--- config.mk ---
export PLATFORM = sky130hd
export DESIGN_NAME = bti_divider
export DESIGN_NICKNAME = d
export VERILOG_FILES = /design/src/rtl/assert_macros.svh /design/src/rtl/bti_pkg.sv /design/src/rtl/bti_divider.sv
export SDC_FILE = /design/constraint.sdc
export NUM_CORES = 1
export LEC_CHECK = 0
export ABC_AREA = 0
export CORE_ASPECT_RATIO = 2
export CORE_MARGIN = 3
export CORE_UTILIZATION = 50
export CTS_BUF_LIST = sky130_fd_sc_hd__clkbuf_4 sky130_fd_sc_hd__clkbuf_8
export DETAILED_ROUTE_END_ITERATION = 8
export DONT_BUFFER_PORTS = 1
export GPL_ROUTABILITY_DRIVEN = 0
export PLACE_DENSITY_LB_ADDON = 0.3
export SLEW_MARGIN = 20
export SYNTH_ARGS = -nofsm -noshare
export SYNTH_HDL_FRONTEND = slang
export SYNTH_SLANG_ARGS = --single-unit
--- constraint.sdc ---
create_clock -name clk -period 6.1 [get_ports clk]
set_input_delay 1.22 -clock clk [delete_from_list [all_inputs] [get_ports clk]]
set_output_delay 1.22 -clock clk [all_outputs]
set_load 0.01 [all_outputs]
--- src/rtl/assert_macros.svh ---
// shared assertion macros
`ifndef ASSERT_MACROS_SVH
`define ASSERT_MACROS_SVH

// implication checked every clock outside reset
`define ASSERT_IMPL(label, ante, cons) \
	label: assert property (@(posedge clk) disable iff (!arst_n) (ante) |-> (cons)) \
		else $error("assertion failed");

// next-cycle implication outside reset
`define ASSERT_NEXT(label, ante, cons) \
	label: assert property (@(posedge clk) disable iff (!arst_n) (ante) |=> (cons)) \
		else $error("assertion failed");

`endif

--- src/rtl/bti_pkg.sv ---
package bti_pkg;
	localparam int TableDepth = 64;
	localparam int IdxW = 6;
	localparam int CntW = 7;
	localparam int DayW = 20;
	localparam int TimeW = 17;
	localparam int ValW = 32;
	localparam int KeyW = DayW + TimeW;
	// divider width covers both the value span and remainder times day offset
	localparam int DivW = 2 * DayW;

	localparam logic OP_LOAD = 1'b0;
	localparam logic OP_QUERY = 1'b1;

	localparam logic [1:0] MODE_EXACT = 2'd0;
	localparam logic [1:0] MODE_LINEAR = 2'd1;
	localparam logic [1:0] MODE_STAIRS = 2'd2;
	localparam logic [1:0] MODE_UNUSED = 2'd3;

	localparam logic [1:0] ST_OK = 2'd0;
	localparam logic [1:0] ST_EMPTY = 2'd1;
	localparam logic [1:0] ST_BOUNDS = 2'd2;
	localparam logic [1:0] ST_NOTFOUND = 2'd3;

	localparam logic CFG_MODE = 1'b0;
	localparam logic CFG_COUNT = 1'b1;

	typedef enum logic [3:0] {
		S_IDLE, S_RD0, S_CHK0, S_RDLAST, S_CHKLAST, S_SCAN, S_RDLEFT, S_GOTLEFT,
		S_DIV1, S_MUL, S_DIV2, S_DONE
	} state_t;

	// divider request and response
	typedef struct packed {
		logic start;
		logic [DivW-1:0] dividend;
		logic [DayW-1:0] divisor;
	} div_req_t;

	typedef struct packed {
		logic busy;
		logic done;
		logic [DivW-1:0] quot;
		logic [DayW-1:0] rem;
	} div_rsp_t;
endpackage

--- src/rtl/bti_divider.sv ---
// restoring divider, one quotient bit per cycle
module bti_divider (
	input logic clk,
	input logic arst_n,
	input bti_pkg::div_req_t req,
	output bti_pkg::div_rsp_t rsp
);
	localparam int QW = bti_pkg::DivW;
	localparam int CW = $clog2(QW + 1);

	logic [QW-1:0] quot_q;
	logic [bti_pkg::DayW-1:0] rem_q;
	logic [bti_pkg::DayW-1:0] dvs_q;
	logic [CW-1:0] cnt_q;
	logic busy_q;
	logic done_q;
	logic [bti_pkg::DayW:0] trial;

	assign trial = {rem_q, quot_q[QW-1]} - {1'b0, dvs_q};

	// iteration
	always_ff @(posedge clk or negedge arst_n) begin
		if (!arst_n) begin
			busy_q <= 1'b0;
			done_q <= 1'b0;
			cnt_q <= '0;
		end else begin
			done_q <= 1'b0;
			if (req.start) begin
				busy_q <= 1'b1;
				cnt_q <= CW'(QW);
			end else if (busy_q) begin
				cnt_q <= cnt_q - 1'b1;
				if (cnt_q == CW'(1)) begin
					busy_q <= 1'b0;
					done_q <= 1'b1;
				end
			end
		end
	end

	// datapath
	always_ff @(posedge clk) begin
		if (req.start) begin
			quot_q <= req.dividend;
			rem_q <= '0;
			dvs_q <= req.divisor;
		end else if (busy_q) begin
			if (!trial[bti_pkg::DayW]) begin
				rem_q <= trial[bti_pkg::DayW-1:0];
				quot_q <= {quot_q[QW-2:0], 1'b1};
			end else begin
				rem_q <= {rem_q[bti_pkg::DayW-2:0], quot_q[QW-1]};
				quot_q <= {quot_q[QW-2:0], 1'b0};
			end
		end
	end

	assign rsp.busy = busy_q;
	assign rsp.done = done_q;
	assign rsp.quot = quot_q;
	assign rsp.rem = rem_q;
endmodule

== Yosys cells after proc, flatten, opt, wreduce, memory -nomap -nowiden ==
Cells that the tools add are included.
Cells by class
  equality and inequality tests: 1
  reduce and logical (&&, ||, !) cells: 1
  add/sub/neg operators: 2
  multiplexer cells: 12
Operators by type and width (number)
  two-way mux 40 bit: 2
  subtractor 21 x 20 -> 21 bit: 1
  two-way mux 20 bit: 1
  two-way mux 6 bit: 2
  two-way mux 1 bit: 7
  == test 6 x 1 -> 1 bit, second input constant: 1
  subtractor 6 x 1 -> 6 bit, second input constant: 1
  nonzero test 2 bit: 1
Storage, ports and cells
  word-level logic and storage cells: 22
  input port bits: 63
  register bits after elaboration: 88
  output and inout port bits: 62

== Longest topological paths before layout ==
Gate-level depths: netlist (run 1).
  depth after elaboration: 4
  depth in mapped cells: 11
  mapped depth without buffers: 10

== Least setup slack after synthesis (run 1) ==
No wires, ideal clock.
  path kind: flip-flop to flip-flop
  start point: register quot_q[39]
  end point: register rem_q[18] (netlist name)
  arrival: 2.596 ns
  clock period less this slack: 2.718 ns
  stages on the path, launching flop included: 12
  required time: 5.978 ns
  path buffers: 1
  path slack: 3.382 ns
  library setup time: 0.122 ns
  cells stage by stage: edfxtp_1 > inv_1 > ha_1 > fa_1 > nand2b_1 > a21oi_2 > o21ai_1 > a211o_1 > and2_1 > buf_6 > or2_4 > a311o_1
Between the ends
  longest elaborated chain between the ends: 2
Ends and longest elaborated chain
  start, declared: line bti_divider.sv:11  | logic [QW-1:0] quot_q;
  start signal, assigned: line bti_divider.sv:45  | quot_q <= req.dividend;
  start signal, assigned: line bti_divider.sv:51  | quot_q <= {quot_q[QW-2:0], 1'b1};
  start signal, assigned: line bti_divider.sv:54  | quot_q <= {quot_q[QW-2:0], 1'b0};
  subtractor 21 x 20 -> 21 bit: line bti_divider.sv:19  | assign trial = {rem_q, quot_q[QW-1]} - {1'b0, dvs_q};
  two-way mux 20 bit: line bti_divider.sv:49  | if (!trial[bti_pkg::DayW]) begin
  end signal, assigned: line bti_divider.sv:50  | rem_q <= trial[bti_pkg::DayW-1:0];
  end signal, assigned: line bti_divider.sv:53  | rem_q <= {rem_q[bti_pkg::DayW-2:0], quot_q[QW-1]};
  end, declared: line bti_divider.sv:12  | logic [bti_pkg::DayW-1:0] rem_q;
Every way passes these cells.
A chain may end at the register's enable or synchronous reset.

== Worst setup path in the final report (run 1) ==
  start point: register quot_q[39]
  end point: register rem_q[5] (netlist name)
The elaborated chain is that of the path after synthesis.

==> results of run 1 <==
==> power by group <==
part	switching, mW	internal, mW
sequential	0.104	0.725
combinational	0.243	0.194
clock	0.225	0.320
==> path summary, 6_finish.rpt <==
kind,startpoint,to,cells after the start
worst min register to register,cnt_q[5],cnt_q[5],2
worst min-delay path,cnt_q[5],cnt_q[5],2
worst max-delay path,quot_q[39],rem_q[5],11
min in group asynchronous,arst_n,done_q,0
worst max register to register,quot_q[39],rem_q[5],11
max in group asynchronous,arst_n,cnt_q[0],0
==> critical path: cells and delay by family, from the launching register on <==
family | cells | cell delay (ns)
simple gates | 2 | 0.25
compound gates | 5 | 1.39
fa+ha+maj | 2 | 0.62
buf+inv | 2 | 0.33
flops | 1 | 0.43
==> per-stage QoR <==
| stage | power, mW | cell area, µm² | util [%] |
|---|---|---|---|
| final | 1.81 | 5010 | 55.2 |
| after global routing | 1.91 | 5010 | 55.2 |
| after CTS | 1.82 | 5000 | 55.1 |
| after detailed placement | 1.28 | 4720 | 52.0 |
| after global placement | 1.27 | 4720 | 52.0 |
| after floorplan | 1.19 | 4670 | - |
==> metal layers <==
metal	up-vias	GRT usage [%]	wire length (µm)
met5	-	0	0
met4	0	9.57	320
met3	23	8.17	897
met2	131	36.1	5580
met1	1458	19.3	3440
li1	1490	-	-
==> synth_stat cells (3+ instances only) <==
| cell type | number |
|---|---|
| nor3_1 | 5 |
| ha_1 | 22 |
| xnor2_1 | 10 |
| nand2b_1 | 9 |
| nand4_1 | 4 |
| nor2_1 | 26 |
| dfrtp_1 | 8 |
| dfxtp_1 | 20 |
| buf_6 | 3 |
| a21o_1 | 3 |
| edfxtp_1 | 60 |
| o21a_1 | 5 |
| o21ai_0 | 24 |
| mux2_2 | 39 |
| mux2i_1 | 7 |
| a311oi_1 | 9 |
| clkbuf_1 | 9 |
| o211ai_1 | 7 |
| inv_1 | 28 |
| a21oi_1 | 22 |
| nand2_1 | 41 |
| xor2_1 | 11 |
| and2_1 | 4 |
==> area by class of cell <==
class | instances | area (µm²) | area share [%]
sequential | 88 | 2400 | 48.0
multi-input combinational | 279 | 2060 | 41.2
clock inverter | 7 | 151 | 3.02
tap | 102 | 128 | 2.55
clock buffer | 9 | 124 | 2.47
inverter | 28 | 105 | 2.10
timing repair buffer | 4 | 33.8 | 0.675
==> registers in the layout, indices dropped and copies added, names as in the netlist <==
name    count
quot_q     40
dvs_q      20
rem_q      20
cnt_q       6
busy_q      1
done_q      1
==> cell usage in the layout, fill, tap and decap left out, types with 9 or more instances in the layout <==
cell       n
edfxtp_1  60
nand2_1   41
mux2_2    39
inv_1     28
nor2_1    26
o21ai_0   24
a21oi_1   22
ha_1      22
dfxtp_1   20
xor2_1    11
xnor2_1   10
nand2b_1   9
a311oi_1   9
clkbuf_8   9
==> kinds of logic (layout without fill, tap and decap cells) <==
family                     count (synthesis)  in the layout  synth area share [%]
xor gates and xnor gates                  21             21                  3.94
adders and majority gates                 23             23                  6.33
and+or+nand+nor                           98             98                  9.71
muxes                                     46             46                  10.9
DFF                                       88             88                  51.5
buffers and inverters                     45             48                  4.29
AOI/OAI and AO/OA                         91             91                  13.3
==> summary.txt, run 1 <==
Synthesis
  • Post-synth top area cell: edfxtp_1
  • Dominant synthesized flop cell: edfxtp_1
  • Cell count after synthesis: between 400 and 500
  • Syn Nets: roughly 500
  • Yosys reg bits: slightly below 90
  • Average size of a mapped cell: roughly 11 µm²
  • Top cell type's share of synthesized area: between 30% and 40%
  • Post-synthesis cell type count: between 50 and 60
  • Post-synth EDFFs: 60
  • Post-Syn Area: 4670 µm²
  • Synth warn: 0
  • Async SR Flop Fraction: 9.09%
  • Synth top area cells: edfxtp_1 39%, mux2_2 9.4%, dfxtp_1 8.6%
  • Sequential area share after synthesis: 51.5%

Floorplanning
  • Io pins: 125
  • Die X: approximately 74 µm
  • Core footprint: approximately 9100 µm²
  • Die area: around 11000 µm²
  • Rows: 49
  • Initial Util: ~51%
  • DIE HEIGHT: ~140 µm

Critical path
  • CP max-delay cell: a221oi_4
  • Slowest stage delay, CP: 0.47 ns
  • Crit Path Max Fanout: 16
  • Crit path arrival time: roughly 3.4 ns
  • Crit path launch type: register
  • Critical Path RT: between 6 and 7 ns
  • CP Cell Sequence: inv_1 > ha_1 > fa_1 > nand2b_1 > a21oi_2 > o21ai_1 > a211o_1 > a221oi_4 > buf_6 > nand2_1 > a311oi_1
  • Setup slack, reg-to-reg: 2.98 ns
  • Critical path type: register to register
  • Critical Path End Type: register

Timing
  • Worst setup margin: between 2 and 3 ns
  • Rel. slew slack: 57.0%
  • Unrepaired setup endpoints after global routing: false
  • Tmin final: roughly 3.1 ns
  • Max Transition Viols Final: 0
  • # setup viols final: 0
  • Fin crit share: between 50% and 60%
  • Hold WS: ~0.53 ns
  • Worst-case clock skew: 0.0105 ns
  • Worst-margin pin slew: about 0.64 ns
  • Setup_tns: 0 ns
  • Max Fclk: approximately 320 MHz
  • Final Hold Vio Count: 0

Route
  • DRC viols: 0
  • DRT antenna net count: 0
  • WL/cell: 19.8 µm
  • Vias: approximately 3100
  • DRT iter0 DRCs: around 120
  • Final wirelength: roughly 10 mm
  • Drt first pass iters: 4
  • Via-per-instance ratio: 6.00

Clocking
  • Reg clk slew, reported paths: around 0.1 ns
  • CTS tree: yes
  • CTS Buf Count: 9
  • Post-cts sizing count: 0
  • Sinks on Clock Net: slightly below 90
  • Deepest clock path buffer count: 2
  • Setup bufs post-CTS: 0
  • Clock Root Buffer: clkbuf_8
  • Worst-Skew Late Latency: roughly 0.37 ns
  • Hold-fix buffers, CTS: 0
  • H-Tree Depth: 3

Placement
  • DP Worst Slack: roughly 2.7 ns
  • PortBufs: 0
  • Cells after DPL: 500
  • Post-DP HPWL: approximately 7.5 mm

Cells and area
  • Share of cells above drive strength 1: roughly 16%
  • Nets: between 400 and 500
  • Fin cells: 517
  • Area growth, synth to finish: 7.32%
  • Number of fill cells in the layout: just over 800
  • Antenna cells: 0

Pwr
  • PD cells: around 360 nW/µm²
  • Worst-case vdd ir drop: around 200 µV
  • P_leak: 1.96 nW

GRT
  • First-pass GRT wire length: 15.9 mm
  • GRT overflow: 0
  • Gr usage total: between 20% and 30%
  • Vias in the first global route: around 3200
  • Antenna violations before repair: 0
  • Largest net degree at the start of global routing: around 80

Min path
  • Worst hold path type: register to register

Run
  • Max-Cap Viols: 0

Status
  • Status: finished clean
No activity file was read; power rests on OpenSTA's default activity.
==> run 2, diff against run 1 <==
==> constraint.sdc (replaced) <==
create_clock -name clk -period 2.75 [get_ports clk]
set_input_delay 0.55 -clock clk [delete_from_list [all_inputs] [get_ports clk]]
set_output_delay 0.55 -clock clk [all_outputs]
set_load 0.01 [all_outputs]
==> summary.txt, run 2 (synthesis gave the netlist of run 1 again) <==
Floorplanning
  • Initial Util: about half
  • Die X: between 70 and 80 µm
  • Die area: between 10000 and 15000 µm²
  • Core footprint: ~9100 µm²
  • Rows: between 40 and 50
  • Io pins: ~130
  • DIE HEIGHT: 143 µm

Timing
  • Final Hold Vio Count: 0
  • Rel. slew slack: 53.4%
  • Max Fclk: between 300 and 400 MHz
  • Max Transition Viols Final: 0
  • Tmin final: roughly 2.7 ns
  • Unrepaired setup endpoints after global routing: true
  • Worst-margin pin slew: 0.698 ns
  • Fin crit share: 97.8%
  • Hold WS: around 0.25 ns
  • Setup_tns: 0 ns
  • Worst-case clock skew: about 0.0086 ns
  • # setup viols final: 0

Placement
  • Cells after DPL: roughly 500
  • PortBufs: 0
  • Post-DP HPWL: between 7 and 8 mm

Route
  • DRT antenna net count: 0
  • Drt first pass iters: 4
  • DRT iter0 DRCs: 160
  • Via-per-instance ratio: approximately 6
  • WL/cell: 20.6 µm
  • Vias: between 3000 and 4000
  • DRC viols: 0
  • Final wirelength: between 10 and 15 mm

Clocking
  • H-Tree Depth: 3
  • CTS Buf Count: 9
  • Clock Root Buffer: clkbuf_8
  • Reg clk slew, reported paths: ~0.09 ns
  • Deepest clock path buffer count: 2
  • Sinks on Clock Net: 88
  • CTS tree: yes
  • Worst-Skew Late Latency: ~0.36 ns

Critical path
  • Crit Path Max Fanout: 4
  • Crit path launch type: register
  • Critical Path RT: between 3 and 4 ns
  • Critical Path End Type: register
  • Crit path arrival time: 2.99 ns
  • Critical path type: register to register

Cells and area
  • Commonest non-fill, non-tap cells in the layout: 60 x edfxtp_1, 39 x mux2_2, 38 x nand2_1
  • Share of cells above drive strength 1: approximately 22%
  • Area growth, synth to finish: 10.0%
  • Max FFs per register: 40
  • Antenna cells: 0
  • Top Registers: quot_q x40, dvs_q x20, rem_q x20
  • Most common cell after layout, fill and taps aside: edfxtp_1
  • Register with the most flip-flops: quot_q
  • Fin cells: ~530
  • Nets: ~510

Run
  • Max-Cap Viols: 0

GRT
  • Gr usage total: a little over a fifth
  • GRT overflow: 0
  • Largest net degree at the start of global routing: 81
  • Vias in the first global route: 3433
  • First-pass GRT wire length: ~17 mm
  • Antenna violations before repair: 0

Status
  • Status: finished clean

Min path
  • Worst hold path type: primary input to register

Pwr
  • Worst-case vdd ir drop: ~420 µV
  • PD cells: roughly 750 nW/µm²
  • P_leak: about 2 nW
run 2: repair_timing:
action,4_1_cts,5_1_grt
setup endpoints to repair,11,20
gates resized for setup,2,24
gates cloned,0,1
pin swaps,1,14
hold buffers,1,0
setup buffers,0,1
hold endpoints to repair,8,0
run 2: power by group:
group	total [mW]	internal [mW]	switching [mW]
Clock	0.898	0.420	0.478
Combinational	1.15	0.525	0.620
Sequential	1.83	1.61	0.225
Total	3.88	2.55	1.32
run 2: routing by layer:
| layer | wire, µm | global-route usage, % | vias up |
|---|---|---|---|
| met3 | 889 | 8.25 | 23 |
| li1 | - | - | 1514 |
| met2 | 5990 | 38.4 | 139 |
| met1 | 3680 | 21.0 | 1511 |
| met4 | 350 | 10.4 | 0 |
| met5 | 0 | 0 | - |
run 2: per-stage QoR:
| stage | area [µm²] | util [%] | setup slack (ns) | power, mW |
|---|---|---|---|---|
| global route | 5130 | 56.6 | -0.0651 | 4.10 |
| finish | 5130 | 56.6 | 0.0618 | 3.88 |
| detailed placement | 4800 | 52.9 | -0.0325 | 2.89 |
| CTS | 5010 | 55.2 | -0.00949 | 3.81 |
| global placement | 4800 | 52.9 | 0.0852 | 2.87 |
| floorplan | 4670 | - | 0.0321 | 2.64 |
run 2: final timing paths:
path | from | end | slack (ns) | depth (start not counted)
setup / recovery | dvs_q[0] | rem_q[18] | 0.06 | 10
hold / removal | req[60] | rem_q[7] | 0.25 | 1
setup reg to reg | dvs_q[0] | rem_q[18] | 0.06 | 10
hold reg to reg | cnt_q[5] | cnt_q[5] | 0.53 | 2
max in group asynchronous | arst_n | busy_q | 1.93 | 1
min in group asynchronous | arst_n | done_q | 0.53 | 1
run 2: critical path: stages, from the launching register on:
cell and delay (ns):
edfxtp_1 0.44, ha_4 0.19, fa_2 0.36, nand2b_4 0.16, a21oi_4 0.16, o21ai_2 0.07, a211o_1 0.31, a221oi_4 0.39
buf_2 0.23, and4b_1 0.21, a311o_1 0.11
run 2: cell type report:
| cell class | instances | area, µm² |
|---|---|---|
| clock buffers | 9 | 124 |
| fillers | 792 | 3940 |
| repair buffers | 16 | 131 |
| inverters | 28 | 105 |
| clock inverters | 7 | 70.1 |
| well taps | 102 | 128 |
| multi-input cells | 279 | 2170 |
| flip-flops and latches | 88 | 2400 |
==> run 3, diff against run 2 <==
--- a/config.mk
+++ b/config.mk
@@ -6,9 +6,11 @@
 export NUM_CORES = 1
 export LEC_CHECK = 0
 export ABC_AREA = 0
+export CELL_PAD_IN_SITES_DETAIL_PLACEMENT = 1
+export CELL_PAD_IN_SITES_GLOBAL_PLACEMENT = 2
 export CORE_ASPECT_RATIO = 2
 export CORE_MARGIN = 3
-export CORE_UTILIZATION = 50
+export CORE_UTILIZATION = 38
 export CTS_BUF_LIST = sky130_fd_sc_hd__clkbuf_4 sky130_fd_sc_hd__clkbuf_8
 export DETAILED_ROUTE_END_ITERATION = 8
 export DONT_BUFFER_PORTS = 1
==> summary.txt, run 3 (synthesis gave the netlist of run 1 again) <==
Floorplanning
  • Die area: about 14000 µm²
  • Io pins: between 100 and 150
  • Rows: 56
  • DIE HEIGHT: between 150 and 200 µm
  • Die X: about 84 µm
  • Core footprint: 11800 µm²
  • Initial Util: between 30% and 40%

Critical path
  • Crit path arrival time: roughly 2.9 ns
  • CP max-delay cell: edfxtp_1
  • Top Family by Delay on Critical Path: compound AO/OA/AOI/OAI gates
  • Slowest stage delay, CP: around 0.4 ns
  • Worst setup endpoint: rem_q[12]
  • Crit path launch type: register
  • Critical Path RT: ~3 ns
  • R2R Path Start: dvs_q[0]
  • CP Cell Sequence: ha_2 > fa_2 > nand2b_4 > a21oi_4 > o21ai_2 > a211o_1 > a221oi_4 > buf_4 > mux2i_1 > o21ai_0
  • Critical path type: register to register
  • CP Launch Point: dvs_q[0]
  • Crit Path Max Fanout: 5
  • R2R cell count: 10
  • CP Buf/Inv Count: 1
  • Critical Path End Type: register
  • Worst path depth: 10
  • Setup slack, reg-to-reg: approximately 0.078 ns
  • Worst r2r dst: rem_q[12]

Min path
  • WHS Path Cells: 0
  • Worst hold path type: primary input to register

GRT
  • Largest net degree at the start of global routing: between 80 and 90
  • GRT overflow: 0
  • Gr usage total: a little under a fifth
  • First-pass GRT wire length: between 15 and 20 mm
  • Antenna violations before repair: 0
  • Vias in the first global route: between 3000 and 4000

Route
  • DRC viols: 0
  • Via-per-instance ratio: 5.56
  • WL/cell: between 20 and 25 µm
  • Drt first pass iters: 4
  • DRT iter0 DRCs: 106
  • Vias: about 3300
  • Final wirelength: 12.2 mm
  • DRT antenna net count: 0

Placement
  • DP Worst Slack: -0.0359 ns
  • PortBufs: 0
  • Post-DP HPWL: between 9 and 10 mm
  • Placed Area: a little under 5000 µm²

Status
  • Status: finished clean

Clocking
  • CTS Buf Count: 9
  • Reg clk slew, reported paths: approximately 0.10 ns
  • H-Tree Depth: 3
  • Worst-Skew Late Latency: 0.37 ns
  • Clock Root Buffer: clkbuf_8
  • Sinks on Clock Net: between 80 and 90
  • CTS tree: yes
  • Deepest clock path buffer count: 2

Cells and area
  • Max FFs per register: 40
  • Register with the most flip-flops: quot_q
  • Share of cells above drive strength 1: about a quarter
  • Area growth, synth to finish: 12.7%
  • Design area: ~5300 µm²
  • Antenna cells: 0
  • Commonest non-fill, non-tap cells in the layout: 60 x edfxtp_1, 39 x mux2_2, 38 x nand2_1
  • Number of fill cells in the layout: between 1000 and 1500
  • Top Registers: quot_q x40, dvs_q x20, rem_q x20
  • Most common cell after layout, fill and taps aside: edfxtp_1
  • Nets: approximately 520

Timing
  • Rel. slew slack: ~63%
  • # setup viols final: 0
  • Worst-margin pin slew: about 0.54 ns
  • Unrepaired setup endpoints after global routing: true
  • Fin crit share: 97.2%
  • Final Hold Vio Count: 0
  • Worst-case clock skew: ~0.012 ns
  • Hold WS: 0.270 ns
  • Max Fclk: ~370 MHz
  • Worst setup margin: 0.0782 ns
  • Setup_tns: 0 ns
  • Tmin final: 2.67 ns
  • Max Transition Viols Final: 0

Pwr
  • PD cells: between 700 and 800 nW/µm²
  • Design Power: about 3.9 mW
  • P_leak: 2.06 nW
  • Worst-case vdd ir drop: approximately 350 µV

Run
  • Max-Cap Viols: 0
==> run 3: cell types whose count changed in the layout (fill, tap and decap cells not counted), sizes merged <==
cell	change
clkbuf	+1
bufinv	-1
clkinv	-1
clkinvlp	+1
buf	+13
==> run 3: timing repair <==
action,CTS,global route
pin swaps,3,7
cloned,2,0
endpoints found under the setup margin,12,20
hold endpoints to repair,8,0
hold buffers,1,0
gates resized for setup,5,20
buffers inserted,0,4
==> run 3: worst register-to-register path: cells and delay by family (launching register included) <==
family / cells / cell delay, ns
AOI/OAI and AO/OA: 5 / 1.02
DFF: 1 / 0.40
muxes: 1 / 0.18
buffers and inverters: 1 / 0.23
and+or+nand+nor: 1 / 0.16
adders and majority gates: 2 / 0.55
==> run 3: worst min path at each step <==
stage	from	to	slack [ns]
after floorplan	arst_n	busy_q	0.25
after global placement	arst_n	cnt_q[0]	0.25
after detailed placement	arst_n	done_q	0.25
after CTS	req[60]	rem_q[8]	0.22
after global routing	req[60]	rem_q[10]	0.22
final	req[10]	dvs_q[10]	0.27
==> run 3: layout make-up <==
class	instances	area, µm²	area share [%]
well taps	145	181	3.45
inverters	28	105	2.00
clock inverters	6	51.3	0.976
repair buffers	29	244	4.64
multi-input cells	279	2140	40.7
flip-flops and latches	88	2400	45.7
clock buffers	10	131	2.50
==> run 3: through the flow <==
step / util, % / cells
2_1_floorplan: - / 412
3_3_place_gp: 41.6 / 562
3_5_place_dp: 41.6 / 562
4_1_cts: 43.5 / 581
5_1_grt: 44.4 / 585
6_report: 44.4 / 585
==> run 3: report_power, final <==
part	switching [mW]	internal, mW
Clock	0.516	0.350
Sequential	0.190	1.61
Combinational	0.693	0.567
==> run 3: metal layers <==
layer / GRT usage (%) / routed length [µm] / vias up
met4: 7.42 / 246 / 0
met3: 4.96 / 713 / 16
met1: 18.2 / 4250 / 1582
met5: 0 / 0 / -
li1: - / - / 1538
met2: 35.0 / 7040 / 118
